`src/hw/rtl/gd3tfe_pkg.sv`:
```
// Shared types and constants for the GD3 tag field extractor.
package gd3tfe_pkg;

  localparam int FIELD_COUNT_DEF = 11;
  localparam int QUEUE_DEPTH_DEF = 4;
  localparam int MAX_RESULTS     = 15;
  localparam int FIELD_W         = 4;

  localparam logic [31:0] MAGIC_WORD  = 32'h2033_6447;  // "Gd3 " little-endian
  localparam logic [31:0] OFFSET_POS  = 32'h0000_0014;
  localparam logic [15:0] ONE_BYTE_LIM = 16'h0080;
  localparam logic [15:0] TWO_BYTE_LIM = 16'h0800;

  typedef enum logic [1:0] {
    KIND_TEXT  = 2'd0,
    KIND_FEND  = 2'd1,
    KIND_DONE  = 2'd2,
    KIND_NOTAG = 2'd3
  } kind_t;

  typedef struct packed {
    logic [7:0] file_byte;
    logic       file_end;
  } in_word_t;

  typedef struct packed {
    kind_t              kind;
    logic [FIELD_W-1:0] field_number;
    logic [7:0]         text_byte;
    logic [31:0]        tag_version;
    logic [31:0]        tag_length;
    logic               run_end;
  } out_word_t;

  // One queue entry: everything a single input byte asks the back end to emit.
  typedef struct packed {
    logic               unit_en;
    logic [15:0]        unit_w;
    logic [FIELD_W-1:0] unit_field;
    logic               ends_en;
    logic [FIELD_W-1:0] ends_first;
    logic [FIELD_W-1:0] ends_last;
    logic               fin_en;
    logic               fin_notag;
    logic [31:0]        ver;
    logic [31:0]        len;
  } cmd_t;

endpackage

```
`src/hw/rtl/gd3tfe_front.sv`:
```
// Front end: byte parser that tracks the file layout and queues emit commands.
module gd3tfe_front #(
  parameter int FIELD_COUNT = gd3tfe_pkg::FIELD_COUNT_DEF
) (
  input  logic                 clk,
  input  logic                 rst_n,
  input  logic                 accept,
  input  gd3tfe_pkg::in_word_t in_word,
  output logic                 cmd_push,
  output gd3tfe_pkg::cmd_t     cmd
);
  import gd3tfe_pkg::*;

  localparam logic [FIELD_W-1:0] LAST_FIELD = FIELD_W'(FIELD_COUNT - 1);
  localparam logic [FIELD_W-1:0] FIELD_LIM  = FIELD_W'(FIELD_COUNT);

  typedef enum logic [2:0] {
    P_SEEK, P_SKIP, P_HEADER, P_DATA, P_DONE
  } phase_t;

  phase_t             phase_r, phase_nxt;
  logic [31:0]        pos_r, pos_nxt;
  logic [32:0]        ts_r, ts_nxt;
  logic [31:0]        gather_r, gather_nxt;
  logic [31:0]        ver_r, ver_nxt;
  logic [31:0]        len_r, len_nxt;
  logic [31:0]        dcnt_r, dcnt_nxt;
  logic [FIELD_W-1:0] cf_r, cf_nxt;
  logic [7:0]         low_r, low_nxt;
  cmd_t               cmd_c;

  always_comb begin
    logic        hdr_en;
    logic [3:0]  hdr_idx;
    logic        gat_en;
    logic [1:0]  gat_idx;
    logic [7:0]  b;
    logic [15:0] w;
    hdr_en     = 1'b0;
    hdr_idx    = '0;
    gat_en     = 1'b0;
    gat_idx    = '0;
    b          = in_word.file_byte;
    w          = {b, low_r};
    phase_nxt  = phase_r;
    pos_nxt    = pos_r;
    ts_nxt     = ts_r;
    gather_nxt = gather_r;
    ver_nxt    = ver_r;
    len_nxt    = len_r;
    dcnt_nxt   = dcnt_r;
    cf_nxt     = cf_r;
    low_nxt    = low_r;
    cmd_c      = '0;

    if (accept) begin
      unique case (phase_r)
        P_SEEK: begin
          if (pos_r[31:2] == OFFSET_POS[31:2]) begin
            gat_en  = 1'b1;
            gat_idx = pos_r[1:0];
          end
        end
        P_SKIP: begin
          if ({1'b0, pos_r} == ts_r) begin
            phase_nxt = P_HEADER;
            hdr_en    = 1'b1;
            hdr_idx   = '0;
          end
        end
        P_HEADER: begin
          hdr_en  = 1'b1;
          hdr_idx = pos_r[3:0] - ts_r[3:0];
        end
        P_DATA: begin
          if (!dcnt_r[0]) begin
            low_nxt = b;
          end else if (w == 16'h0000) begin
            cmd_c.ends_en    = 1'b1;
            cmd_c.ends_first = cf_r;
            cmd_c.ends_last  = cf_r;
            cf_nxt           = cf_r + 1'b1;
            if (cf_nxt >= FIELD_LIM) begin
              cmd_c.fin_en = 1'b1;
              phase_nxt    = P_DONE;
            end
          end else begin
            cmd_c.unit_en    = 1'b1;
            cmd_c.unit_w     = w;
            cmd_c.unit_field = cf_r;
          end
          dcnt_nxt = dcnt_r + 32'd1;
          if (phase_nxt == P_DATA && dcnt_nxt == len_r) begin
            if (!cmd_c.ends_en) cmd_c.ends_first = cf_nxt;
            cmd_c.ends_en   = 1'b1;
            cmd_c.ends_last = LAST_FIELD;
            cmd_c.fin_en    = 1'b1;
            phase_nxt       = P_DONE;
          end
        end
        P_DONE: begin
        end
        default: begin
        end
      endcase

      if (hdr_en) begin
        gat_en  = 1'b1;
        gat_idx = hdr_idx[1:0];
      end
      if (gat_en) begin
        if (gat_idx == 2'd0) gather_nxt = {24'h0, b};
        else gather_nxt = gather_r | ({24'h0, b} << {gat_idx, 3'b000});
      end

      // offset word complete
      if (phase_r == P_SEEK && gat_en && gat_idx == 2'd3) begin
        if (gather_nxt < 32'd4) begin
          cmd_c.fin_en    = 1'b1;
          cmd_c.fin_notag = 1'b1;
          phase_nxt       = P_DONE;
        end else begin
          ts_nxt    = {1'b0, OFFSET_POS} + {1'b0, gather_nxt};
          phase_nxt = P_SKIP;
        end
      end

      if (hdr_en) begin
        if (hdr_idx == 4'd3) begin
          if (gather_nxt != MAGIC_WORD) begin
            cmd_c.fin_en    = 1'b1;
            cmd_c.fin_notag = 1'b1;
            phase_nxt       = P_DONE;
          end
        end else if (hdr_idx == 4'd7) begin
          ver_nxt = gather_nxt;
        end else if (hdr_idx == 4'd11) begin
          len_nxt   = gather_nxt;
          phase_nxt = P_DATA;
          dcnt_nxt  = '0;
          cf_nxt    = '0;
          if (gather_nxt == 32'd0) begin
            cmd_c.ends_en    = 1'b1;
            cmd_c.ends_first = '0;
            cmd_c.ends_last  = LAST_FIELD;
            cmd_c.fin_en     = 1'b1;
            phase_nxt        = P_DONE;
          end
        end
      end

      if (pos_r != 32'hFFFF_FFFF) pos_nxt = pos_r + 32'd1;

      if (in_word.file_end) begin
        if (phase_nxt == P_SEEK || phase_nxt == P_SKIP || phase_nxt == P_HEADER) begin
          cmd_c.fin_en    = 1'b1;
          cmd_c.fin_notag = 1'b1;
        end else if (phase_nxt == P_DATA) begin
          if (!cmd_c.ends_en) cmd_c.ends_first = cf_nxt;
          cmd_c.ends_en   = 1'b1;
          cmd_c.ends_last = LAST_FIELD;
          cmd_c.fin_en    = 1'b1;
        end
      end

      cmd_c.ver = ver_nxt;
      cmd_c.len = len_nxt;

      // file end: back to the reset state for the next file
      if (in_word.file_end) begin
        phase_nxt  = P_SEEK;
        pos_nxt    = '0;
        ts_nxt     = '0;
        gather_nxt = '0;
        ver_nxt    = '0;
        len_nxt    = '0;
        dcnt_nxt   = '0;
        cf_nxt     = '0;
        low_nxt    = '0;
      end
    end
  end

  always_ff @(posedge clk) begin
    if (!rst_n) begin
      phase_r  <= P_SEEK;
      pos_r    <= '0;
      ts_r     <= '0;
      gather_r <= '0;
      ver_r    <= '0;
      len_r    <= '0;
      dcnt_r   <= '0;
      cf_r     <= '0;
      low_r    <= '0;
    end else begin
      phase_r  <= phase_nxt;
      pos_r    <= pos_nxt;
      ts_r     <= ts_nxt;
      gather_r <= gather_nxt;
      ver_r    <= ver_nxt;
      len_r    <= len_nxt;
      dcnt_r   <= dcnt_nxt;
      cf_r     <= cf_nxt;
      low_r    <= low_nxt;
    end
  end

  assign cmd      = cmd_c;
  assign cmd_push = accept && (cmd_c.unit_en || cmd_c.ends_en || cmd_c.fin_en);

  a_data_field_range: assert property (@(posedge clk) disable iff (!rst_n)
    phase_r == P_DATA |-> cf_r < FIELD_LIM)
    else $error("data phase with field index past the last field");
  a_ends_order: assert property (@(posedge clk) disable iff (!rst_n)
    cmd_push && cmd_c.ends_en |-> cmd_c.ends_first <= cmd_c.ends_last)
    else $error("field end range reversed");
  a_unit_nonzero: assert property (@(posedge clk) disable iff (!rst_n)
    cmd_push && cmd_c.unit_en |-> cmd_c.unit_w != 16'h0000 && !cmd_c.fin_notag)
    else $error("text unit queued with a null code unit or no-tag flag");

endmodule

```
`src/hw/rtl/gd3tfe_queue.sv`:
```
// Short command queue between parser and emitter.
module gd3tfe_queue #(
  parameter int DEPTH = gd3tfe_pkg::QUEUE_DEPTH_DEF
) (
  input  logic             clk,
  input  logic             rst_n,
  input  logic             push,
  input  gd3tfe_pkg::cmd_t push_data,
  output logic             full,
  input  logic             pop,
  output gd3tfe_pkg::cmd_t head,
  output logic             empty
);
  import gd3tfe_pkg::*;

  localparam int PTR_W = (DEPTH > 1) ? $clog2(DEPTH) : 1;
  localparam int CNT_W = $clog2(DEPTH + 1);
  localparam logic [PTR_W-1:0] LAST_PTR = PTR_W'(DEPTH - 1);
  localparam logic [CNT_W-1:0] FULL_CNT = CNT_W'(DEPTH);

  cmd_t             mem_r [DEPTH];
  logic [PTR_W-1:0] wr_r, wr_nxt;
  logic [PTR_W-1:0] rd_r, rd_nxt;
  logic [CNT_W-1:0] cnt_r, cnt_nxt;
  logic             do_push, do_pop;

  assign full    = (cnt_r == FULL_CNT);
  assign empty   = (cnt_r == '0);
  assign do_push = push && !full;
  assign do_pop  = pop && !empty;
  assign head    = mem_r[rd_r];

  always_comb begin
    wr_nxt  = wr_r;
    rd_nxt  = rd_r;
    cnt_nxt = cnt_r;
    if (do_push) wr_nxt = (wr_r == LAST_PTR) ? '0 : wr_r + 1'b1;
    if (do_pop) rd_nxt = (rd_r == LAST_PTR) ? '0 : rd_r + 1'b1;
    if (do_push && !do_pop) cnt_nxt = cnt_r + 1'b1;
    else if (!do_push && do_pop) cnt_nxt = cnt_r - 1'b1;
  end

  always_ff @(posedge clk) begin
    if (!rst_n) begin
      wr_r  <= '0;
      rd_r  <= '0;
      cnt_r <= '0;
    end else begin
      wr_r  <= wr_nxt;
      rd_r  <= rd_nxt;
      cnt_r <= cnt_nxt;
    end
  end

  always_ff @(posedge clk) begin
    if (do_push) mem_r[wr_r] <= push_data;
  end

  a_no_overflow: assert property (@(posedge clk) disable iff (!rst_n)
    cnt_r <= FULL_CNT)
    else $error("queue count past depth");
  a_push_when_full: assert property (@(posedge clk) disable iff (!rst_n)
    !(push && full))
    else $error("command pushed into a full queue");
  a_count_tracks: assert property (@(posedge clk) disable iff (!rst_n)
    do_push && !do_pop |=> cnt_r == $past(cnt_r) + 1'b1)
    else $error("queue count did not advance on push");

endmodule

```
`src/hw/rtl/gd3tfe_back.sv`:
```
// Back end: expands queued commands into result words, one per cycle unless stalled.
module gd3tfe_back #(
  parameter int FIELD_COUNT = gd3tfe_pkg::FIELD_COUNT_DEF
) (
  input  logic                  clk,
  input  logic                  rst_n,
  input  gd3tfe_pkg::cmd_t      head,
  input  logic                  q_empty,
  output logic                  q_pop,
  output logic                  empty,
  input  logic                  pop,
  output gd3tfe_pkg::out_word_t out_word
);
  import gd3tfe_pkg::*;

  localparam logic [FIELD_W-1:0] FIELD_LIM = FIELD_W'(FIELD_COUNT);
  localparam logic [3:0]         CNT_LAST  = 4'(MAX_RESULTS - 1);

  typedef enum logic [1:0] {S_START, S_UNIT, S_ENDS, S_FIN} step_t;

  step_t              step_r, step_nxt;
  logic [1:0]         ub_r, ub_nxt;
  logic [FIELD_W-1:0] fld_r, fld_nxt;
  logic [3:0]         cnt_r, cnt_nxt;
  logic               ovalid_r;
  out_word_t          out_r;
  out_word_t          res;
  logic               fire;

  function automatic logic [7:0] utf8_byte(input logic [15:0] w, input logic [1:0] nb,
                                           input logic [1:0] ub);
    logic [7:0] r;
    r = w[7:0];
    if (nb == 2'd2) begin
      r = (ub == 2'd0) ? {3'b110, w[10:6]} : {2'b10, w[5:0]};
    end else if (nb == 2'd3) begin
      case (ub)
        2'd0:    r = {4'b1110, w[15:12]};
        2'd1:    r = {2'b10, w[11:6]};
        default: r = {2'b10, w[5:0]};
      endcase
    end
    return r;
  endfunction

  assign fire  = !q_empty && (!ovalid_r || pop);
  assign empty = !ovalid_r;

  always_comb begin
    step_t              eff;
    logic [1:0]         ub;
    logic [FIELD_W-1:0] fld;
    logic [1:0]         nb;
    logic               ent_done;
    if (step_r == S_START) begin
      eff = head.unit_en ? S_UNIT : (head.ends_en ? S_ENDS : S_FIN);
      ub  = '0;
      fld = head.ends_first;
    end else begin
      eff = step_r;
      ub  = ub_r;
      fld = fld_r;
    end
    if (head.unit_w < ONE_BYTE_LIM) nb = 2'd1;
    else if (head.unit_w < TWO_BYTE_LIM) nb = 2'd2;
    else nb = 2'd3;

    res      = '0;
    step_nxt = eff;
    ub_nxt   = ub;
    fld_nxt  = fld;
    ent_done = 1'b0;

    unique case (eff)
      S_UNIT: begin
        res.kind         = KIND_TEXT;
        res.field_number = head.unit_field;
        res.text_byte    = utf8_byte(head.unit_w, nb, ub);
        res.tag_version  = head.ver;
        res.tag_length   = head.len;
        if (ub != nb - 2'd1) begin
          ub_nxt = ub + 2'd1;
        end else if (head.ends_en) begin
          step_nxt = S_ENDS;
          fld_nxt  = head.ends_first;
        end else if (head.fin_en) begin
          step_nxt = S_FIN;
        end else begin
          ent_done = 1'b1;
        end
      end
      S_ENDS: begin
        res.kind         = KIND_FEND;
        res.field_number = fld;
        res.tag_version  = head.ver;
        res.tag_length   = head.len;
        if (fld != head.ends_last) fld_nxt = fld + 1'b1;
        else if (head.fin_en) step_nxt = S_FIN;
        else ent_done = 1'b1;
      end
      default: begin
        ent_done = 1'b1;
        if (head.fin_notag) begin
          res.kind = KIND_NOTAG;
        end else begin
          res.kind        = KIND_DONE;
          res.tag_version = head.ver;
          res.tag_length  = head.len;
        end
      end
    endcase

    // result cap per input byte: drop whatever follows the last allowed word
    res.run_end = ent_done || (cnt_r == CNT_LAST);
    q_pop       = fire && res.run_end;
    cnt_nxt     = cnt_r + 4'd1;
    if (res.run_end) begin
      step_nxt = S_START;
      cnt_nxt  = '0;
    end
  end

  always_ff @(posedge clk) begin
    if (!rst_n) begin
      step_r   <= S_START;
      ub_r     <= '0;
      fld_r    <= '0;
      cnt_r    <= '0;
      ovalid_r <= 1'b0;
      out_r    <= '0;
    end else begin
      if (fire) begin
        step_r   <= step_nxt;
        ub_r     <= ub_nxt;
        fld_r    <= fld_nxt;
        cnt_r    <= cnt_nxt;
        ovalid_r <= 1'b1;
        out_r    <= res;
      end else if (pop) begin
        ovalid_r <= 1'b0;
      end
    end
  end

  assign out_word = out_r;

  a_notag_clean: assert property (@(posedge clk) disable iff (!rst_n)
    ovalid_r && out_r.kind == KIND_NOTAG |->
      out_r.tag_version == 32'd0 && out_r.tag_length == 32'd0 && out_r.run_end)
    else $error("no-tag word carries header data or is not the last word");
  a_done_last: assert property (@(posedge clk) disable iff (!rst_n)
    ovalid_r && out_r.kind == KIND_DONE |-> out_r.run_end && out_r.field_number == '0)
    else $error("tag finished word not closing its run");
  a_text_field: assert property (@(posedge clk) disable iff (!rst_n)
    ovalid_r && (out_r.kind == KIND_TEXT || out_r.kind == KIND_FEND) |->
      out_r.field_number < FIELD_LIM)
    else $error("field number past the last field");
  a_text_zero: assert property (@(posedge clk) disable iff (!rst_n)
    ovalid_r && out_r.kind != KIND_TEXT |-> out_r.text_byte == 8'h00)
    else $error("text byte set on a non-text word");

endmodule

```
`src/hw/rtl/gd3_tag_field_extractor.sv`:
```
// Top level of the GD3 tag field extractor: parser, command queue, emitter.
// A byte's command is queued, then its result words are registered in the emitter output.
// Throughput: one byte per cycle while the command queue has room; the emitter puts out
//   one result word per cycle unless stalled; a code unit (two bytes) gives 1-3 words.
// Reset: synchronous, active low; clears parser state, queue pointers and output valid.
// No memory clearing pass; the block accepts bytes the cycle after reset drops.
module gd3_tag_field_extractor #(
  parameter int FIELD_COUNT = gd3tfe_pkg::FIELD_COUNT_DEF,
  parameter int QUEUE_DEPTH = gd3tfe_pkg::QUEUE_DEPTH_DEF
) (
  input  logic                  clk,
  input  logic                  rst_n,
  input  logic                  push,
  output logic                  full,
  input  gd3tfe_pkg::in_word_t  in_word,
  output logic                  empty,
  input  logic                  pop,
  output gd3tfe_pkg::out_word_t out_word
);
  import gd3tfe_pkg::*;

  logic accept;
  logic cmd_push;
  cmd_t cmd;
  cmd_t head;
  logic q_full, q_empty, q_pop;

  assign full   = q_full;
  assign accept = push && !q_full;

  gd3tfe_front #(
    .FIELD_COUNT(FIELD_COUNT)
  ) u_front (
    .clk     (clk),
    .rst_n   (rst_n),
    .accept  (accept),
    .in_word (in_word),
    .cmd_push(cmd_push),
    .cmd     (cmd)
  );

  gd3tfe_queue #(
    .DEPTH(QUEUE_DEPTH)
  ) u_queue (
    .clk      (clk),
    .rst_n    (rst_n),
    .push     (cmd_push),
    .push_data(cmd),
    .full     (q_full),
    .pop      (q_pop),
    .head     (head),
    .empty    (q_empty)
  );

  gd3tfe_back #(
    .FIELD_COUNT(FIELD_COUNT)
  ) u_back (
    .clk     (clk),
    .rst_n   (rst_n),
    .head    (head),
    .q_empty (q_empty),
    .q_pop   (q_pop),
    .empty   (empty),
    .pop     (pop),
    .out_word(out_word)
  );

endmodule
```
`config.mk`:
```
export PLATFORM = sky130hd
export DESIGN_NAME = gd3_tag_field_extractor
export DESIGN_NICKNAME = d
export VERILOG_FILES = /design/src/hw/rtl/gd3tfe_pkg.sv /design/src/hw/rtl/gd3tfe_front.sv /design/src/hw/rtl/gd3tfe_queue.sv /design/src/hw/rtl/gd3tfe_back.sv /design/src/hw/rtl/gd3_tag_field_extractor.sv
export SDC_FILE = /design/constraint.sdc
export NUM_CORES = 1
export LEC_CHECK = 0
export ABC_AREA = 1
export BUFFER_PORTS_ARGS = -buffer_cell sky130_fd_sc_hd__buf_2
export CAP_MARGIN = 40
export CELL_PAD_IN_SITES_DETAIL_PLACEMENT = 1
export CELL_PAD_IN_SITES_GLOBAL_PLACEMENT = 1
export CORE_UTILIZATION = 30
export DETAILED_ROUTE_END_ITERATION = 8
export HOLD_SLACK_MARGIN = 0.02
export PLACE_DENSITY_LB_ADDON = 0.1
export SYNTH_ARGS = -nofsm -noshare
export SYNTH_HDL_FRONTEND = slang
export SYNTH_SLANG_ARGS = --single-unit
```
`constraint.sdc`:
```
create_clock -name clk -period 7.6 [get_ports clk]
set_input_delay 0 -clock clk [delete_from_list [all_inputs] [get_ports clk]]
set_output_delay 0 -clock clk [all_outputs]
set_load 0.01 [all_outputs]
```
==> reports/results.tsv, run 1 <==
stage	metric	value	unit
global_routing	first-pass GRT wire length	175000	um
hold_path	HP Class	in2reg	
yosys	Synth cell types	67	
sta	Fmax achieved	0.186	GHz
yosys	top cell type's share of synthesized area	0.351	
status	run status	complete, no violations	
yosys	top cells by area, synth	edfxtp_1 35%, dfxtp_1 19%, nand2_1 10%	
floorplanning	Starting Density	0.304	
floorplanning	io pins	94	
cells_and_area	layout cell share with drive strength beyond 1	0.0967	
sta	Fin. Hold Viols	0	
yosys	Synth Cell Area	32800	um2
place	Place WS	2.15	ns
worst_setup_path	worst path required time	7.93	ns
worst_setup_path	critical path data arrival time	5.71	ns
cells_and_area	final instance area	37600	um2
detailed_routing	antenna-violating nets left	0	
flow_run	MaxCap Viol Count	0	
cells_and_area	commonest cells after routing, fill and taps aside	918 x nand2_1, 459 x nor2_1, 384 x edfxtp_1	
power_and_ir_drop	leak pwr	13.7	nW
worst_setup_path	max incr delay on CP	0.58	ns
floorplanning	full die area	111000	um2
detailed_routing	via density per instance	5.03	
worst_setup_path	CP Cell Sequence	inv_1 -> ha_1 -> fa_1 -> nor2_1 -> inv_1 -> nand2_2 -> inv_2 -> nand3_4 -> nand2_1 -> nand2_1 -> nor2_1 -> nand2_1 -> nor2_4 -> inv_1 -> nor2_4 -> a21oi_2 -> nand3_1 -> nand2_1 -> nand3_4 -> inv_2 -> nor2_4 -> buf_12	
clock_tree	clk slew on worst S/H paths	0.06	ns
floorplanning	die width	333	um
worst_setup_path	Setup crit end kind	flop	
yosys	Yosys top cell by area	edfxtp_1	
sta	final setup violation count	0	
clock_tree	H-tree levels	3	
yosys	sequential share of the synthesized area	0.540	
place	Port Buffers	93	
clock_tree	Skew-Pair Late Insertion Delay	0.68	ns
yosys	Avg Cell Area, Syn	8.37	um2
place	gpl congestion	0.840	
yosys	Net Count, Synth	3963	
sta	TNS Setup	0	ns
sta	period utilization	0.708	
floorplanning	Row Count	120	
detailed_routing	drt initial violations	1972	
global_routing	GRT Resource Usage Total	0.205	
sta	Final WS setup	2.22	ns
sta	Setup Skew	0.0547	ns
power_and_ir_drop	Peak VDD IR	0.263	mV
sta	Min Clock Period, post-route	5.38	ns
clock_tree	CTS Buf Count	82	
clock_tree	TritonCTS clock tree	yes	
clock_tree	Post-CTS Hold Buffers	13	
cells_and_area	Layout fillers	12700	
global_routing	initial antenna violation count	1	
sta	Least-Margin Pin Slew	0.955	ns
detailed_routing	drt drc	0	
cells_and_area	commonest non-fill, non-tap cell in the layout	nand2_1	
global_routing	vias in the first global route	27100	
place	Post-DP Area	34800	um2
sta	Slew Viols, Final	0	
cells_and_area	ant diodes	0	
worst_setup_path	crit path max-delay cell type	nor2_4	
clock_tree	Max clock buf depth	3	
cells_and_area	Layout area overhead	14.6	%
clock_tree	Sink Count	693	
yosys	synthesized instance count	3920	
floorplanning	die height	333	um
worst_setup_path	most used cell, CP	nand2_1	
yosys	Syn. warnings	0	
detailed_routing	routed vias	27300	
place	HPWL after detailed placement	79700	um
clock_tree	root buffer selected by CTS	clkbuf_16	
global_routing	global route overflow	0	
global_routing	largest net degree at the start of global routing	161	
sta	max_slew headroom	0.363	
floorplanning	Placeable Area	108000	um2
detailed_routing	WL/cell	21.2	um
yosys	Synth Flop Type	edfxtp_1	
detailed_routing	WL final	115000	um
yosys	flops & latches, synth	693	
clock_tree	cts repair resizes	0	
worst_setup_path	worst setup path class	reg2reg	
clock_tree	# Post-CTS Setup Buffers	0	
worst_setup_path	Critical Path Fanout Max	36	
yosys	ys async rst share	0	
detailed_routing	DR pass1 iterations	5	
power_and_ir_drop	ratio of total power to cell area	318	nW/um2
sta	RSZ-0062 raised after global routing	no	
cells_and_area	fin nets	3998	
worst_setup_path	CP Launch Type	flop	
yosys	number of enable flip-flop cells after synthesis	384	
[area by class of cell]
cell class | count | area, um2 | area share
Tap cell | 1403 | 1760 | 0.0467
Inverter | 329 | 1250 | 0.0333
Sequential cell | 693 | 17700 | 0.471
Timing Repair Buffer | 157 | 1160 | 0.0308
Multi-Input combinational cell | 2692 | 13000 | 0.347
Clock inverter | 40 | 474 | 0.0126
Clock buffer | 113 | 2210 | 0.0587
[sequential cells by signal, indices dropped and copies added (netlist names), 8 cells and up, named ones only]
register	cells
u_back.out_word	79
u_front.dcnt_r	32
u_front.gather_r	32
u_front.len_r	32
u_front.low_r	8
u_front.pos_r	32
u_front.ts_r	33
u_front.ver_r	32
u_queue.mem_r	384
[path summary, 6_finish.rpt]
check	start	endpoint	slack (ns)	cells after the start
max	u_front.pos_r[0]	u_queue.mem_r[0][16]	2.22	22
min	in_word[7]	u_front.low_r[6]	0.31	4
max reg2reg	u_front.pos_r[0]	u_queue.mem_r[0][16]	2.22	22
min reg2reg	u_front.ver_r[20]	u_front.ver_r[20]	0.46	2
[worst max-delay path, delay by kind of cell, from the launching register on]
kind                       cells  cell delay (ns)
and+or+nand+nor               13             2.79
adders and majority gates      2             0.70
DFF                            1             0.39
buffers and inverters          6             1.02
AOI/OAI and AO/OA              1             0.07
[through the flow]
step / hold WS [ns] / total power, mW / util / instances
finish: 0.307 / 12.0 / 0.349 / 5427
global route: 0.303 / 12.7 / 0.349 / 5427
CTS: 0.271 / 12.2 / 0.349 / 5427
detailed placement: 0.408 / 8.12 / 0.323 / 5261
global placement: 0.409 / 8.07 / 0.321 / 5251
floorplan: 0.164 / 6.83 / - / 3920
[synthesized netlist by cell type, types with 7 or more instances]
library cell and instances:
a211oi_1 7, a21oi_1 301, a31oi_1 13, a32o_1 17, buf_1 25, buf_2 11
buf_6 7, clkbuf_1 156, dfxtp_1 309, edfxtp_1 384, ha_1 28, inv_1 290
inv_2 35, nand2_1 918, nand2_2 28, nand3_1 138, nand4_1 57, nor2_1 463
nor2_2 19, nor3_1 114, nor4_1 7, o211ai_1 51, o21ai_0 324, o21ai_1 8
o22ai_1 72, or2_2 10, xnor2_1 11, xor2_1 23
[metal layers]
layer  global-route usage  vias up  routed length [um]
met3               0.0254      112                3450
met5                    0        -                   0
met1                0.293    13400               57000
met2                0.331      379               52800
met4               0.0437        0                2010
li1                     -    13400                   -
[cell families (layout without fill, tap and decap cells)]
| kind of cell | after synthesis | after routing | share of synthesized area |
|---|---|---|---|
| buf+inv | 535 | 639 | 0.0642 |
| flops | 693 | 693 | 0.540 |
| simple gates | 1792 | 1792 | 0.232 |
| compound gates | 834 | 834 | 0.142 |
| xor+xnor | 36 | 36 | 0.0104 |
| fa+ha+maj | 30 | 30 | 0.0119 |
[power by group]
group / switching (mW) / internal, mW / leakage [nW]
Sequential: 0.195 / 4.29 / 6.02
Clock: 1.66 / 2.32 / 1.30
Combinational: 2.46 / 1.04 / 6.36
Total: 4.31 / 7.65 / 13.7
Power figures use the tool's default switching activity.
==> inputs of run 2 (changes only) <==
Settings changed: ABC_AREA 1 to 0.
Clock period 7.6 ns to 4.8 ns, I/O delays scaled along.
==> run 2 against run 1 <==
  * Flip-flop and latch count stayed put
  * Clock power grew 65%
  * Utilization rose by 2.7 points
  * Register-to-register slack got worse by 2.2 ns
==> reports/results.tsv, run 2 <==
stage	metric	value	unit	change
yosys	top cell type's share of synthesized area	0.375		+0.0240
global_routing	GRT Resource Usage Total	0.206		+0.000884
power_and_ir_drop	ratio of total power to cell area	433	nW/um2	+36%
yosys	top cells by area, synth	edfxtp_1 38%, dfxtp_1 20%, mux4_2 7.0%		
yosys	most frequent cell after synthesis	edfxtp_1		
detailed_routing	WL final	107000	um	-7.1%
detailed_routing	Detail Route met3 WL	3230	um	-6.3%
power_and_ir_drop	Sw Ratio	0.286		-0.0740
detailed_routing	met1 wire length	48700	um	-15%
worst_setup_path	cells on worst reg2reg path	23		+4.5%
global_routing	global route overflow	0		unchanged
power_and_ir_drop	Clk pwr share	0.397		+0.064
cells_and_area	Layout area overhead	24.3	%	
power_and_ir_drop	total power	16.5	mW	+38%
worst_setup_path	CP Launch Type	flop		
yosys	number of enable flip-flop cells after synthesis	384		unchanged
sta	Fin. Hold Viols	0		unchanged
yosys	Syn. warnings	0		unchanged
cells_and_area	Layout fillers	11100		-13%
floorplanning	die width	322	um	-3.2%
global_routing	initial antenna violation count	0		-1
clock_tree	root buffer selected by CTS	clkbuf_16		
cells_and_area	fin nets	3148		-21%
sta	Least-Margin Pin Slew	0.889	ns	-0.0667 ns
yosys	ys async rst share	0		unchanged
sta	final setup violation count	0		unchanged
yosys	Yosys top cell by area	edfxtp_1		
yosys	synthesized instance count	2773		-29%
power_and_ir_drop	part of the power in registers	0.420		+0.045
global_routing	first-pass GRT wire length	160000	um	-8.4%
cells_and_area	commonest non-fill, non-tap cell in the layout	edfxtp_1		
detailed_routing	Top Layer Used	met4		
yosys	top post-synthesis cells by count	384 x edfxtp_1, 343 x nor2_1, 309 x dfxtp_1		
clock_tree	Sink Count	693		unchanged
flow_run	MaxCap Viol Count	0		unchanged
worst_setup_path	worst setup path class	reg2reg		
cells_and_area	commonest cells after routing, fill and taps aside	384 x edfxtp_1, 339 x nor2_1, 304 x dfxtp_1		
hold_path	cell depth of the worst hold path	4		unchanged
worst_setup_path	Setup crit end kind	flop		
sta	period utilization	0.999		+0.292
global_routing	largest net degree at the start of global routing	143		-11%
floorplanning	full die area	104000	um2	-6.3%
floorplanning	die height	322	um	-3.2%
detailed_routing	via density per instance	5.13		+2.1%
yosys	Avg Cell Area, Syn	11.1	um2	+32%
worst_setup_path	Critical Path Fanout Max	3		-92%
detailed_routing	Routed met2 length	52000	um	-1.5%
yosys	flops & latches, synth	693		unchanged
power_and_ir_drop	Net Sw Power	4.73	mW	+9.8%
global_routing	vias in the first global route	24100		-11%
sta	Min Clock Period, post-route	4.80	ns	-0.582 ns
clock_tree	clk slew on worst S/H paths	0.06	ns	about the same
power_and_ir_drop	Peak VDD IR	0.233	mV	-11%
detailed_routing	antenna-violating nets left	0		unchanged
floorplanning	Placeable Area	102000	um2	-5.8%
cells_and_area	multi-input logic area	12400	um2	-4.9%
clock_tree	Skew-Pair Late Insertion Delay	0.67	ns	about the same
cells_and_area	max reg flops	384		unchanged
yosys	sequential share of the synthesized area	0.577		+0.0368
yosys	Synth cell types	79		+18%
status	run status	complete, no violations		
power_and_ir_drop	combinational power share	0.184		-0.108
floorplanning	Starting Density	0.302		-0.00201
sta	max_slew headroom	0.402		+0.0390
place	gpl congestion	0.883		+5.1%
worst_setup_path	critical path data arrival time	5.38	ns	-0.33 ns
detailed_routing	drt drc	0		unchanged
clock_tree	CTS Buf Count	82		unchanged
place	HPWL after detailed placement	77500	um	-2.8%
cells_and_area	FF+latch area	17700	um2	about the same
worst_setup_path	worst path required time	5.38	ns	-2.55 ns
power_and_ir_drop	leak pwr	13.2	nW	-3.6%
cells_and_area	largest reg by FF count	u_queue.mem_r		
floorplanning	io pins	94		unchanged
clock_tree	H-tree levels	3		unchanged
hold_path	HP Class	in2reg		
detailed_routing	WL/cell	23.6	um	+11%
clock_tree	Max clock buf depth	3		unchanged
clock_tree	TritonCTS clock tree	yes		
yosys	Synth Flop Type	edfxtp_1		
detailed_routing	DR pass1 iterations	5		unchanged
power_and_ir_drop	Power Internal	11.8	mW	+54%
yosys	Synth Cell Area	30700	um2	-6.4%
place	Port Buffers	93		unchanged
sta	Slew Viols, Final	0		unchanged
sta	Setup Skew	0.0277	ns	-0.0270 ns
sta	TNS Setup	0	ns	unchanged
floorplanning	Row Count	117		-2.5%
sta	RSZ-0062 raised after global routing	yes		
sta	Fmax achieved	0.208	GHz	+12%
detailed_routing	drt initial violations	1362		-31%
cells_and_area	layout cell share with drive strength beyond 1	0.229		+0.132
yosys	Net Count, Synth	2816		-29%
detailed_routing	routed vias	23300		-15%
-- run 2: worst max-delay path, cell delays in order, from the launching register on --
cell and delay [ns]:
dfxtp_2 0.32, or4b_4 0.54, nand4bb_1 0.20, or4_4 0.57, and2_4 0.19, o21ai_4 0.07
buf_6 0.13, o21ai_2 0.05, and2_4 0.16, inv_4 0.06, ha_4 0.11, o211ai_1 0.11
nor4_1 0.31, nand4_1 0.19, o31ai_4 0.28, nand2_2 0.11, nor3_4 0.23, nor2_2 0.07
ha_2 0.19, inv_2 0.06, fa_2 0.19, xor2_1 0.07, or3_1 0.38, a21oi_2 0.12
-- run 2: worst paths after layout --
check | from | to | slack [ns]
worst max-delay path | u_front.pos_r[3] | u_queue.cnt_r[2] | 0.004
worst min register to register | u_back.out_word[28] | u_back.out_word[28] | 0.45
worst min-delay path | in_word[0] | u_front.pos_r[0] | 0.06
worst max register to register | u_front.pos_r[3] | u_queue.cnt_r[2] | 0.004
-- run 2: kinds of logic after synthesis --
group | synth area share
AND/OR/NAND/NOR | 0.147
flip-flops | 0.577
AO/OA/AOI/OAI | 0.121
buffers and inverters | 0.0298
XOR/XNOR | 0.0359
multiplexers | 0.0768
adder cells (fa/ha/maj) | 0.0127
-- run 2: power groups by stage --
stage | sequential [mW] | combinational (mW) | clock (mW)
finish | 6.94 | 3.03 | 6.55
global route | 6.99 | 3.37 | 6.95
CTS | 6.95 | 3.11 | 6.74
detailed placement | 7.07 | 3.09 | 0
global placement | 7.05 | 3.01 | 0
floorplan | 7.12 | 1.86 | 0
-- run 2: cell type report --
| class | count | area share |
|---|---|---|
| Multi-Input combinational cell | 1845 | 0.325 |
| Tap cell | 1368 | 0.0448 |
| Antenna cell | 3 | 0.000197 |
| Clock buffer | 102 | 0.0573 |
| Inverter | 49 | 0.00501 |
| Timing Repair Buffer | 434 | 0.0864 |
| Clock inverter | 49 | 0.0169 |
| Sequential cell | 693 | 0.464 |
-- run 2: timing repair --
item                       in CTS  in global routing
pin swaps                       1                 23
hold buffers                   17                  0
setup endpoints to repair      12                115
gates resized for setup         5                 36
setup buffers                   0                 11
hold endpoints to repair       98                  0
-- run 2: metrics by stage --
step | hold WS, ns | cells | area [um2] | utilization | setup WS, ns
after floorplan | 0.161 | 2773 | 30800 | - | -1.31
after global placement | 0.338 | 4349 | 34800 | 0.342 | -0.266
after detailed placement | 0.372 | 4361 | 34900 | 0.344 | -0.0860
after CTS | 0.0585 | 4529 | 37900 | 0.373 | 0.000698
after global routing | 0.0980 | 4540 | 38200 | 0.376 | -0.230
final | 0.0649 | 4543 | 38200 | 0.376 | 0.00352
-- run 2: metal layers --
metal	track usage	vias to the layer above
met1	0.275	11900
met4	0.0651	0
li1	-	10900
met2	0.347	354
met3	0.0250	152
met5	0	-
